$ cat config.mk
export PLATFORM = sky130hd
export DESIGN_NAME = raw_scanline_repacker_flat
export DESIGN_NICKNAME = d
export VERILOG_FILES = /design/src/sv/rsr_pkg.sv /design/src/sv/rsr_src_if.sv /design/src/sv/rsr_out_if.sv /design/src/sv/raw_scanline_repacker.sv /design/src/flat_wrapper.sv
export VERILOG_INCLUDE_DIRS = /design/src /design/src/sv
export SDC_FILE = /design/constraint.sdc
export NUM_CORES = 1
export LEC_CHECK = 0
export ABC_CLOCK_PERIOD_IN_PS = 4700
export BUFFER_PORTS_ARGS = -buffer_cell sky130_fd_sc_hd__buf_2
export CELL_PAD_IN_SITES_DETAIL_PLACEMENT = 0
export CELL_PAD_IN_SITES_GLOBAL_PLACEMENT = 1
export CORE_MARGIN = 1.5
export CORE_UTILIZATION = 45
export DETAILED_ROUTE_END_ITERATION = 16
export HOLD_SLACK_MARGIN = 0.15
export PLACE_DENSITY = 0.76
export SKIP_CTS_REPAIR_TIMING = 1
export SLEW_MARGIN = 25
export SYNTH_ARGS = -nofsm -noshare
export SYNTH_HDL_FRONTEND = slang
export SYNTH_SLANG_ARGS = --single-unit
$ cat constraint.sdc
create_clock -name clk -period 4.7 [get_ports clk]
set_input_delay 0.235 -clock clk [delete_from_list [all_inputs] [get_ports clk]]
set_output_delay 0.235 -clock clk [all_outputs]
set_load 0.02 [all_outputs]
$ cat src/sv/raw_scanline_repacker_defines.svh
// Assertion macros for the raw scanline repacker.
// Needs clk and rst in the scope where a macro is used.
`ifndef RAW_SCANLINE_REPACKER_DEFINES_SVH
`define RAW_SCANLINE_REPACKER_DEFINES_SVH

// Same-cycle implication, checked out of reset.
`define RSR_ASSERT_NOW(label, ante, cons, msg) \
  label: assert property (@(posedge clk) disable iff (rst) (ante) |-> (cons)) \
    else $error(msg);

// Next-cycle implication, checked out of reset.
`define RSR_ASSERT_NEXT(label, ante, cons, msg) \
  label: assert property (@(posedge clk) disable iff (rst) (ante) |=> (cons)) \
    else $error(msg);

`endif

$ cat src/sv/rsr_pkg.sv
// Shared types and constants for the raw scanline repacker.
// No dependencies; used by the channel interfaces and the top level.
package rsr_pkg;

  localparam int unsigned DEF_MAX_LINE_WIDTH = 16384;

  localparam int SRC_W   = 8;
  localparam int VAL_W   = 16;
  localparam int LW_W    = 15;
  localparam int MODE_W  = 2;

  // Configuration port
  localparam int CFG_IDX_W  = 1;
  localparam int CFG_DATA_W = 15;
  localparam logic [CFG_IDX_W-1:0] CFG_PACK_MODE  = 1'b0;
  localparam logic [CFG_IDX_W-1:0] CFG_LINE_WIDTH = 1'b1;

  // Packing modes
  localparam logic [MODE_W-1:0] MODE_COPY = 2'd0;
  localparam logic [MODE_W-1:0] MODE_P10  = 2'd1;
  localparam logic [MODE_W-1:0] MODE_P12  = 2'd2;
  localparam logic [MODE_W-1:0] MODE_B16  = 2'd3;

  // Group positions
  localparam logic [2:0] LAST_BYTE_P10 = 3'd4;
  localparam logic [2:0] LAST_BYTE_P12 = 3'd2;
  localparam logic [2:0] TAIL_GROUP    = 3'd6;

  // Result queue
  localparam int MAX_RESULTS = 5;
  localparam int FIFO_DEPTH  = 8;
  localparam int PTR_W       = 3;
  localparam int CNT_W       = 4;

  typedef struct packed {
    logic [VAL_W-1:0] out_value;
    logic             out_line_last;
  } result_t;

endpackage

$ cat src/sv/rsr_src_if.sv
// Source byte channel of the raw scanline repacker.
// Depends on rsr_pkg for the field widths.
interface rsr_src_if;
  import rsr_pkg::*;

  logic             valid;
  logic             ready;
  logic [SRC_W-1:0] src_byte;
  logic             src_line_end;

  modport source(output valid, output src_byte, output src_line_end, input ready);
  modport sink(input valid, input src_byte, input src_line_end, output ready);
endinterface

$ cat src/sv/rsr_out_if.sv
// Output value channel of the raw scanline repacker.
// Depends on rsr_pkg for the field widths.
interface rsr_out_if;
  import rsr_pkg::*;

  logic             valid;
  logic             ready;
  logic [VAL_W-1:0] out_value;
  logic             out_line_last;

  modport source(output valid, output out_value, output out_line_last, input ready);
  modport sink(input valid, input out_value, input out_line_last, output ready);
endinterface

$ cat src/sv/raw_scanline_repacker.sv
// Raw scanline repacker: copy, packed 10/12-bit regroup, block 10-to-16-bit unpack.
// Results of an accepted byte are registered in the result queue ahead of dst.
// Throughput: one source byte per cycle; results leave one per cycle while dst is
// ready, from an 8-entry result queue, and src stalls only while the queue lacks
// room for the results of the next byte (up to five in packed 10-bit mode).
// Reset: synchronous rst sets copy mode, width 1; clears counters, queue pointers.
`include "raw_scanline_repacker_defines.svh"

module raw_scanline_repacker #(
  parameter int unsigned MAX_LINE_WIDTH = rsr_pkg::DEF_MAX_LINE_WIDTH
) (
  input  logic                             clk,
  input  logic                             rst,
  input  logic                             cfg_we,
  input  logic [rsr_pkg::CFG_IDX_W-1:0]    cfg_index,
  input  logic [rsr_pkg::CFG_DATA_W-1:0]   cfg_data,
  rsr_src_if.sink                          src,
  rsr_out_if.source                        dst
);
  import rsr_pkg::*;

  localparam int WW = $clog2(MAX_LINE_WIDTH + 1);
  localparam int CW = (WW > 16) ? WW : 16;
  localparam logic [CW-1:0] MAX_W = CW'(MAX_LINE_WIDTH);

  // Configuration and line state
  logic [MODE_W-1:0] pack_mode;
  logic [LW_W-1:0]   line_width;
  logic [2:0]        byte_in_group;
  logic [2:0]        group_in_block;
  logic [LW_W-1:0]   pixels_emitted;
  logic              line_complete;
  logic [SRC_W-1:0]  group_buffer [MAX_RESULTS];

  // Result queue
  result_t           fifo [FIFO_DEPTH];
  logic [PTR_W-1:0]  wr_ptr;
  logic [PTR_W-1:0]  rd_ptr;
  logic [CNT_W-1:0]  count;

  logic              acc;
  logic              pop;
  logic [2:0]        idx;
  logic [SRC_W-1:0]  b [MAX_RESULTS];
  logic [2:0]        byte_in_group_next;
  logic [2:0]        group_in_block_next;
  logic [2:0]        add_cnt;
  logic [2:0]        nres;
  logic [2:0]        need;
  logic [2:0]        push_n;
  logic [CW-1:0]     eff_width;
  logic [CW-1:0]     sum;
  logic              done;
  logic              done_hit;
  logic [VAL_W-1:0]  m3_val;
  result_t           res [MAX_RESULTS];

  assign acc = src.valid && src.ready;
  assign pop = dst.valid && dst.ready;

  // Width clamp: zero acts as one, saturate at the maximum.
  always_comb begin
    if (line_width == '0) begin
      eff_width = CW'(1);
    end else if (CW'(line_width) > MAX_W) begin
      eff_width = MAX_W;
    end else begin
      eff_width = CW'(line_width);
    end
  end

  always_comb begin
    idx = (byte_in_group > LAST_BYTE_P10) ? LAST_BYTE_P10 : byte_in_group;
    for (int k = 0; k < MAX_RESULTS; k++) begin
      b[k] = group_buffer[k];
    end
    b[idx] = src.src_byte;

    // Mode 3 pixel picked by position in the group
    if (group_in_block >= TAIL_GROUP) begin
      m3_val = {b[1][1:0], b[0], 6'b0};
    end else begin
      case (idx)
        3'd1:    m3_val = {b[1][1:0], b[0], 6'b0};
        3'd2:    m3_val = {b[2][3:0], b[1][7:2], 6'b0};
        3'd3:    m3_val = {b[3][5:0], b[2][7:4], 6'b0};
        default: m3_val = {b[4], b[3][7:6], 6'b0};
      endcase
    end

    add_cnt             = 3'd0;
    nres                = 3'd0;
    byte_in_group_next  = byte_in_group;
    group_in_block_next = group_in_block;
    case (pack_mode)
      MODE_COPY: begin
        add_cnt            = 3'd1;
        nres               = 3'd1;
        byte_in_group_next = 3'd0;
      end
      MODE_P10: begin
        if (idx >= LAST_BYTE_P10) begin
          add_cnt            = 3'd4;
          nres               = 3'd5;
          byte_in_group_next = 3'd0;
        end else begin
          byte_in_group_next = idx + 3'd1;
        end
      end
      MODE_P12: begin
        if (idx >= LAST_BYTE_P12) begin
          add_cnt            = 3'd2;
          nres               = 3'd3;
          byte_in_group_next = 3'd0;
        end else begin
          byte_in_group_next = idx + 3'd1;
        end
      end
      MODE_B16: begin
        if (idx >= 3'd1) begin
          add_cnt = 3'd1;
          nres    = 3'd1;
        end
        if (group_in_block >= TAIL_GROUP) begin
          if (idx >= 3'd1) begin
            byte_in_group_next  = 3'd0;
            group_in_block_next = 3'd0;
          end else begin
            byte_in_group_next = idx + 3'd1;
          end
        end else if (idx >= LAST_BYTE_P10) begin
          byte_in_group_next  = 3'd0;
          group_in_block_next = group_in_block + 3'd1;
        end else begin
          byte_in_group_next = idx + 3'd1;
        end
      end
      default: begin
        add_cnt = 3'd0;
      end
    endcase

    sum  = CW'(pixels_emitted) + CW'(add_cnt);
    done = (add_cnt != 3'd0) && (sum >= eff_width);

    for (int k = 0; k < MAX_RESULTS; k++) begin
      res[k] = '0;
    end
    case (pack_mode)
      MODE_COPY: begin
        res[0] = '{out_value: {8'h00, b[idx]}, out_line_last: done};
      end
      MODE_P10: begin
        res[0] = '{out_value: {8'h00, b[0]}, out_line_last: 1'b0};
        res[1] = '{out_value: {8'h00, b[4][1:0], b[1][7:2]}, out_line_last: 1'b0};
        res[2] = '{out_value: {8'h00, b[1][1:0], b[4][3:2], b[2][7:4]},
                   out_line_last: 1'b0};
        res[3] = '{out_value: {8'h00, b[2][3:0], b[4][5:4], b[3][7:6]},
                   out_line_last: 1'b0};
        res[4] = '{out_value: {8'h00, b[3][5:0], b[4][7:6]}, out_line_last: done};
      end
      MODE_P12: begin
        res[0] = '{out_value: {8'h00, b[0]}, out_line_last: 1'b0};
        res[1] = '{out_value: {8'h00, b[2][3:0], b[1][7:4]}, out_line_last: 1'b0};
        res[2] = '{out_value: {8'h00, b[1][3:0], b[2][7:4]}, out_line_last: done};
      end
      MODE_B16: begin
        res[0] = '{out_value: m3_val, out_line_last: done};
      end
      default: begin
        res[0] = '0;
      end
    endcase
  end

  // Room check uses state only, never the incoming payload.
  assign need     = line_complete ? 3'd0 : nres;
  assign push_n   = acc ? need : 3'd0;
  assign done_hit = acc && !line_complete && done;
  assign src.ready = ({1'b0, count} + {2'b00, need}) <= (CNT_W + 1)'(FIFO_DEPTH);

  assign dst.valid         = (count != '0);
  assign dst.out_value     = fifo[rd_ptr].out_value;
  assign dst.out_line_last = fifo[rd_ptr].out_line_last;

  always_ff @(posedge clk) begin
    if (rst) begin
      pack_mode      <= MODE_COPY;
      line_width     <= LW_W'(1);
      byte_in_group  <= 3'd0;
      group_in_block <= 3'd0;
      pixels_emitted <= '0;
      line_complete  <= 1'b0;
      wr_ptr         <= '0;
      rd_ptr         <= '0;
      count          <= '0;
    end else begin
      if (cfg_we) begin
        case (cfg_index)
          CFG_PACK_MODE:  pack_mode  <= cfg_data[MODE_W-1:0];
          CFG_LINE_WIDTH: line_width <= cfg_data[LW_W-1:0];
          default:        pack_mode  <= pack_mode;
        endcase
      end
      if (acc) begin
        // Line end clears the line state after the byte is processed.
        if (src.src_line_end) begin
          byte_in_group  <= 3'd0;
          group_in_block <= 3'd0;
          pixels_emitted <= '0;
          line_complete  <= 1'b0;
        end else if (!line_complete) begin
          byte_in_group  <= byte_in_group_next;
          group_in_block <= group_in_block_next;
          if (add_cnt != 3'd0) begin
            pixels_emitted <= sum[LW_W-1:0];
          end
          if (done) begin
            line_complete <= 1'b1;
          end
        end
      end
      wr_ptr <= wr_ptr + PTR_W'(push_n);
      if (pop) begin
        rd_ptr <= rd_ptr + PTR_W'(1);
      end
      count <= count + CNT_W'(push_n) - CNT_W'(pop);
    end
  end

  // Payload storage, no reset
  always_ff @(posedge clk) begin
    if (acc && !line_complete) begin
      group_buffer[idx] <= src.src_byte;
    end
    for (int k = 0; k < MAX_RESULTS; k++) begin
      if (3'(k) < push_n) begin
        fifo[wr_ptr + PTR_W'(k)] <= res[k];
      end
    end
  end

  `RSR_ASSERT_NOW(a_queue_bound, 1'b1, count <= CNT_W'(FIFO_DEPTH), "result queue overflow")
  `RSR_ASSERT_NEXT(a_no_push_done, acc && line_complete, count <= $past(count), "push after line complete")
  `RSR_ASSERT_NEXT(a_line_end_clear, acc && src.src_line_end, byte_in_group == 3'd0 && group_in_block == 3'd0 && pixels_emitted == '0 && !line_complete, "line end did not clear counters")
  `RSR_ASSERT_NEXT(a_last_sets_done, done_hit && !src.src_line_end, line_complete, "line last without line complete")
  `RSR_ASSERT_NOW(a_group_range, 1'b1, group_in_block <= TAIL_GROUP, "group index past block tail")

endmodule
$ cat src/flat_wrapper.sv
// flat-port wrapper written by rule: the top's interface ports become plain ports
module raw_scanline_repacker_flat import rsr_pkg::*;
#(
  parameter int unsigned MAX_LINE_WIDTH = rsr_pkg::DEF_MAX_LINE_WIDTH
)
  (clk, rst, cfg_we, cfg_index, cfg_data, src_valid, src_src_byte, src_src_line_end, src_ready, dst_valid, dst_out_value, dst_out_line_last, dst_ready);
  rsr_src_if src_i ();
  rsr_out_if dst_i ();
  input  logic clk;
  input  logic rst;
  input  logic cfg_we;
  input  logic [rsr_pkg::CFG_IDX_W-1:0] cfg_index;
  input  logic [rsr_pkg::CFG_DATA_W-1:0] cfg_data;
  input wire logic [$bits(src_i.valid)-1:0] src_valid;
  input wire logic [$bits(src_i.src_byte)-1:0] src_src_byte;
  input wire logic [$bits(src_i.src_line_end)-1:0] src_src_line_end;
  output wire logic [$bits(src_i.ready)-1:0] src_ready;
  output wire logic [$bits(dst_i.valid)-1:0] dst_valid;
  output wire logic [$bits(dst_i.out_value)-1:0] dst_out_value;
  output wire logic [$bits(dst_i.out_line_last)-1:0] dst_out_line_last;
  input wire logic [$bits(dst_i.ready)-1:0] dst_ready;
  assign src_i.valid = src_valid;
  assign src_i.src_byte = src_src_byte;
  assign src_i.src_line_end = src_src_line_end;
  assign src_ready = src_i.ready;
  assign dst_valid = dst_i.valid;
  assign dst_out_value = dst_i.out_value;
  assign dst_out_line_last = dst_i.out_line_last;
  assign dst_i.ready = dst_ready;
  raw_scanline_repacker #(.MAX_LINE_WIDTH(MAX_LINE_WIDTH)) u_core (.clk(clk), .rst(rst), .cfg_we(cfg_we), .cfg_index(cfg_index), .cfg_data(cfg_data), .src(src_i), .dst(dst_i));
endmodule
==> results of run 1 <==
[flip-flops by register name (all words and copies together), names as in the netlist, named ones only]
| signal | cells |
|---|---|
| u_core.wr_ptr | 3 |
| u_core.group_buffer | 40 |
| u_core.byte_in_group | 3 |
| u_core.count | 4 |
| u_core.fifo | 136 |
| u_core.pixels_emitted | 15 |
| u_core.line_complete | 1 |
| u_core.line_width | 15 |
| u_core.rd_ptr | 3 |
| u_core.group_in_block | 3 |
| u_core.pack_mode | 2 |
[per-layer routing]
| layer | share of wire | vias up | GRT usage |
|---|---|---|---|
| li1 | - | 6065 | - |
| met5 | 0 | - | 0 |
| met3 | 0.10 | 179 | 0.07164 |
| met4 | 0.046 | 0 | 0.1309 |
| met2 | 0.44 | 863 | 0.5243 |
| met1 | 0.42 | 6644 | 0.4644 |
[cells in the final DEF (no fill, tap or decap), drive strengths merged, types with 9 or more instances in the layout]
| cell | n |
|---|---|
| xor2 | 12 |
| nand3b | 14 |
| nor4 | 11 |
| dfxtp | 116 |
| or3 | 18 |
| o22a | 14 |
| dlygate4sd3 | 28 |
| xnor2 | 12 |
| nor2b | 17 |
| clkbuf | 28 |
| a211oi | 25 |
| a22oi | 48 |
| nand2b | 24 |
| nand2 | 194 |
| mux4 | 34 |
| a21oi | 107 |
| edfxtp | 112 |
| nor3 | 28 |
| mux2i | 29 |
| o21ai | 58 |
| o2bb2ai | 26 |
| o22ai | 96 |
| nand3 | 30 |
| or2 | 9 |
| nor2 | 99 |
| buf | 130 |
| ha | 41 |
| and2 | 11 |
| a221oi | 21 |
| a32oi | 22 |
| mux2 | 32 |
| inv | 48 |
[worst max path at each step]
| stage | slack [ns] | to |
|---|---|---|
| finish | 0.19 | u_core.fifo[7][4] |
| detailed placement | 0.14 | u_core.fifo[0][0] |
| CTS | 0.14 | u_core.fifo[5][0] |
| global placement | 0.32 | u_core.fifo[4][0] |
| global route | 0.02 | u_core.fifo[3][3] |
| floorplan | 0.02 | u_core.count[3] |
[per-stage QoR]
stage	util	std cells	power (mW)
final	0.5259	2034	6.878
after global routing	0.5258	2033	7.119
after CTS	0.5162	2004	6.824
after detailed placement	0.4846	1956	4.472
after global placement	0.4844	1955	4.466
after floorplan	-	1552	3.738
[cells by family (layout without fill, tap and decap cells)]
group / after synthesis / count (layout) / share of synthesized area
AOI/OAI and AO/OA: 511 / 511 / 0.2481
and+or+nand+nor: 476 / 476 / 0.1552
DFF: 228 / 228 / 0.3921
buffers and inverters: 173 / 252 / 0.05100
muxes: 95 / 95 / 0.09820
adders and majority gates: 45 / 45 / 0.04090
xor gates and xnor gates: 24 / 24 / 0.01450
other: 0 / 1 / 0
[final cells by class]
cell class              instances  share of cell area
multi-input cells            1151              0.4873
flip-flops and latches        228              0.3419
repair buffers                158             0.06986
clock buffers                  28             0.04211
well taps                     402             0.03023
clock inverters                20             0.01805
inverters                      46             0.01038
diodes                          1           0.0001504
[worst reg2reg max path: stages (launching register included)]
cell      delay, ns
dfxtp_2        0.37
nand2b_1       0.20
ha_2           0.24
nor4_4         0.34
o22a_2         0.22
nor2_1         0.05
ha_1           0.21
fa_1           0.42
a211o_1        0.31
a211oi_2       0.32
a21o_1         0.17
buf_4          0.32
nand3_1        0.61
o21ai_0        0.53
[power by group through the flow]
stage	Sequential, mW	Combinational (mW)	Clock, mW
finish	2.40	2.12	2.36
global route	2.43	2.24	2.46
CTS	2.40	2.04	2.38
detailed placement	2.45	2.03	0
global placement	2.44	2.03	0
floorplan	2.35	1.39	0
==> impl_metrics.toml, run 1 <==
[pwr]
seqPwrFrac = 0.349
p_int_mw = 4.520
powerDensity_mw_per_mm2 = 413.4
cellLeakagePower_nw = 5.814
pwr-share-clk = 0.343
swShare = 0.3428
combPwrFrac = 0.308
switchingPower_mw = 2.358
ir_drop_mv = 0.2804

[die]
die_h_um = 182.5
core_mm2 = 0.03164
die_w_um = 182.5
num_rows = 65
io_pins = 49
die_area_mm2 = 0.03331
start_util = 0.4583

[setup_path]
r2r_end = "u_core.fifo[7][4]"
crit-reg2reg-launch = "u_core.byte_in_group[2]"
crit_path_start = "u_core.byte_in_group[2]"
path_depth = 13
rrSetupSlack_ns = 0.19
critPathLaunchType = "flop"
critPathMaxFanout = 20
crit_arrival_ns = 4.84
reg2reg_depth = 13
slowest_stage = "nand3_1"
end_kind = "flop"
path_delay_family = "compound AO/OA/AOI/OAI gates"
cp_cell_sequence = "nand2b_1 > ha_2 > nor4_4 > o22a_2 > nor2_1 > ha_1 > fa_1 > a211o_1 > a211oi_2 > a21o_1 > buf_4 > nand3_1 > o21ai_0"
cpPeakStageDelay_ns = 0.60
crit_type = "reg -> reg"
critPathBufInv = 1
critical_path_required_ns = 5.03

[detailed_routing]
route.vias.total = 13751
routedWlPerCell_um = 28.19
ant_nets = 0
drt-initial-drc-count = 1837
drc = 0
totalWireLength_um = 57340
avgViaCountPerCell = 6.761
firstDrtPassIters = 7

[timing]
period_share = 0.9601
grt_setup_unrepaired = "false"
tightest_slew_ns = 1.117
whs_ns = 0.2156
fin_worst_skew_ns = 0.01078
hold_violations = 0
setup_ws_ns = 0.1874
fmax_mhz = 221.6
post-route-min-period_ns = 4.513
setup_viol = 0
drv_slew = 0
slew_headroom = 0.2551
tns_ns = 0

[cells_and_area]
multi_input_area_mm2 = 0.008108
fillers = 2931
drive_gt1_frac = 0.1778
nNetsFinal = 1686
areaGrowthSynthToFinish_pct = 14.75
fin_area_mm2 = 0.01664
register_area_mm2 = 0.005689

[worst_hold_path]
hold_end = "u_core.count[1]"
holdPathStages = 3
hp-class = "in -> reg"
min_from = "rst"

[clock_network]
h-tree-depth = 1
cts.sinks = 228
cts_buffers = 26
ctsRootBufferMaster = "clkbuf_16"
clock_path_buffers = 3
clk_latency_ns = 0.55
path_clk_slew_ns = 0.06
cts_tree = "done"

[global_route]
grt_max_degree = 53
grt_pass1_vias = 12721
antenna_found_initial = 1
grt_pass1_wl_um = 84530
grt_use_total = 0.3389
grt-ovfl-total = 0

[synth]
synth_edf_count = 112
yosysMostFrequentCell = "nand2_1"
ys_types = 82
synth-warning-count = 0
synth_top_area_frac = 0.2319
syn_inst = 1552
async_flop_share = 0
synth_nets = 1627
ys_ff_latch = 228
netlist_area_mm2 = 0.01450
synth_seq_area_share = 0.3921
synth-main-ff-cell = "dfxtp_1"
postSynthAreaPerCell_um2 = 9.343
synthTopCellsByArea = "edfxtp_1 (23%), dfxtp_1 (16%), mux4_2 (5.3%), nand2_1 (5.0%), o22ai_1 (4.1%)"
yosysTopAreaCell = "edfxtp_1"
yosys-top-cells-count = "nand2_1 (194), dfxtp_1 (116), edfxtp_1 (112)"

[placement]
place.gp.congestion = 1.051
place_area_mm2 = 0.01533
port_buffers = 48
pre_cts_ws_ns = 0.1377
dpl.hpwl_um = 41740

[flow_run]
maxCapViolCount = 0

[status]
status = "finished, final reports clean"
Note: power is estimated with default switching activity, not from simulation.
==> run 2, diff against run 1 <==
--- a/config.mk
+++ b/config.mk
@@ -16,6 +16,7 @@
 export HOLD_SLACK_MARGIN = 0.15
 export PLACE_DENSITY = 0.76
 export SKIP_CTS_REPAIR_TIMING = 1
+export SKIP_LAST_GASP = 1
 export SLEW_MARGIN = 25
 export SYNTH_ARGS = -nofsm -noshare
 export SYNTH_HDL_FRONTEND = slang
==> constraint.sdc (replaced) <==
create_clock -name clk -period 4.7 [get_ports clk]
set_input_delay 1.41 -clock clk [delete_from_list [all_inputs] [get_ports clk]]
set_output_delay 1.41 -clock clk [all_outputs]
set_load 0.02 [all_outputs]
==> run 2 against run 1 <==
- final area decreased by 2.1%
- first-iteration DRC count decreased by 10%
- clock skew increased by 0.0033 ns
- final cell count decreased by 1.1%
- critical endpoint is now src_ready
- largest power group unchanged
- highest routed layer unchanged
==> impl_metrics.toml, run 2 (synthesis gave the netlist of run 1 again) <==
[global_route]
use_met2 = 0.5214
grt_use_total = 0.3386
grt_pass1_vias = 13021
grt_use_met3 = 0.04889
antenna_found_initial = 1
grt_max_degree = 42
busiest_layer = "met2"
grt_pass1_wl_um = 84560
grt-ovfl-total = 0
met1_usage = 0.4677

[pwr]
switchingPower_mw = 2.340
swShare = 0.3581
seqPwrFrac = 0.362
p_int_mw = 4.195
cellLeakagePower_nw = 5.672
powerDensity_mw_per_mm2 = 401.1
pwr-share-clk = 0.303
ir_drop_mv = 0.3179
combPwrFrac = 0.334

[clock_network]
h-tree-depth = 1
clock_path_buffers = 3
cts_tree = "done"
cts.sinks = 228
cts_buffers = 25
ctsRootBufferMaster = "clkbuf_16"
path_clk_slew_ns = 0.06
clk_latency_ns = 0.56

[setup_path]
rrSetupSlack_ns = 0.30
end_kind = "output port"
crit_type = "reg -> out"
r2r_end = "u_core.fifo[2][7]"
critPathMaxFanout = 6
critical_path_required_ns = 3.29
reg2reg_depth = 16
crit_arrival_ns = 3.26
critPathLaunchType = "flop"
crit-reg2reg-launch = "u_core.byte_in_group[2]"

[timing]
tightest_slew_ns = 0.9693
hold_violations = 0
fin_worst_skew_ns = 0.01411
grt_setup_unrepaired = "true"
slew_headroom = 0.3488
fmax_mhz = 214.3
post-route-min-period_ns = 4.667
drv_slew = 0
period_share = 0.9929
setup_viol = 0

[cells_and_area]
finalNonFillerCells = 2012
final_common_cell = "nand2_1"
largest_register_ff_count = 136
fillers = 2897
nNetsFinal = 1666
drive_gt1_frac = 0.1863
top_register = "u_core.fifo"
fin_area_mm2 = 0.01629
antenna_cells = 0
final_cell_mix = "nand2_1 (194), dfxtp_1 (113), edfxtp_1 (112)"
reg_top3 = "u_core.fifo (136), u_core.group_buffer (40)"
areaGrowthSynthToFinish_pct = 12.34

[placement]
place.gp.congestion = 1.042
dpl.hpwl_um = 42330
place_area_mm2 = 0.01539
dpl.cell_count = 1962
port_buffers = 48

[detailed_routing]
drc = 0
routedWlPerCell_um = 28.27
route.vias.total = 13484
drt-initial-drc-count = 1651
firstDrtPassIters = 6
totalWireLength_um = 56890
ant_nets = 0
avgViaCountPerCell = 6.702

[worst_hold_path]
hold_end = "u_core.fifo[6][10]"
min_from = "u_core.fifo[6][10]"
holdPathStages = 2
hp-class = "reg -> reg"

[die]
die_area_mm2 = 0.03331
io_pins = 49
die_h_um = 182.5
die_w_um = 182.5
core_mm2 = 0.03164
num_rows = 65
start_util = 0.4583

[flow_run]
maxCapViolCount = 0

[status]
status = "finished, final reports clean"
## run 2: cell count changes in the layout (fill, tap and decap cells not counted), sizes merged
| cell | before | now |
|---|---|---|
| clkbuf | 28 | 31 |
| diode | 1 | 0 |
| bufinv | 7 | 2 |
| buf | 130 | 139 |
| dlygate4sd3 | 28 | 0 |
| clkinvlp | 4 | 2 |
| inv | 48 | 49 |
| clkinv | 7 | 8 |
## run 2: worst max-delay path by stage
stage	from	end	slack, ns	cells past startpoint
2_1_floorplan	u_core.byte_in_group[2]	u_core.count[3]	0.02	23
3_3_place_gp	u_core.pack_mode[0]	u_core.fifo[4][0]	0.39	16
3_5_place_dp	u_core.pack_mode[0]	u_core.fifo[4][0]	0.15	17
4_1_cts	u_core.pack_mode[0]	src_ready	-0.23	11
5_1_grt	u_core.byte_in_group[2]	src_ready	-0.07	11
6_report	u_core.byte_in_group[2]	src_ready	0.03	11
## run 2: final cells by class
type	instances	area [um2]	share of cell area
Inverter	46	172.7	0.01060
Clock inverter	15	152.6	0.009371
Sequential cell	228	5689	0.3493
Multi-Input combinational cell	1151	8137	0.4995
Timing Repair Buffer	139	967.2	0.05937
Clock buffer	31	668.1	0.04102
Tap cell	402	503.0	0.03088
## run 2: through the flow
step / hold WS (ns) / setup TNS, ns / worst slack, ns / utilization / total power, mW
6_report: 0.4550 / 0 / 0.03346 / 0.5149 / 6.534
5_1_grt: 0.4740 / -0.07161 / -0.07161 / 0.5149 / 6.778
4_1_cts: 0.4564 / -0.2261 / -0.2261 / 0.5124 / 6.500
3_5_place_dp: 0.4431 / 0 / 0.1460 / 0.4865 / 4.506
3_3_place_gp: 0.4399 / 0 / 0.3863 / 0.4865 / 4.500
2_1_floorplan: 0.4271 / 0 / 0.02403 / - / 3.738
## run 2: per-layer routing
layer | wire [um] | vias up
li1 | - | 6032
met1 | 23870 | 6504
met2 | 24900 | 785
met3 | 5286 | 163
met4 | 2827 | 0
met5 | 0 | -
## run 2: power by group through the flow
stage	Combinational, mW	Sequential, mW	Clock, mW
floorplan	1.39	2.35	0
global placement	2.10	2.40	0
detailed placement	2.10	2.41	0
CTS	2.11	2.37	2.02
global route	2.30	2.38	2.09
finish	2.18	2.37	1.98
## run 2: worst max-delay path: stages, from the launching register on
cell	delay [ns]
dfxtp_2	0.33
nand2b_2	0.21
ha_4	0.20
nor4_4	0.32
o22a_2	0.24
nor2_1	0.05
ha_2	0.19
fa_2	0.36
nand3b_1	0.17
o211ai_1	0.29
a21o_1	0.22
buf_6	0.13
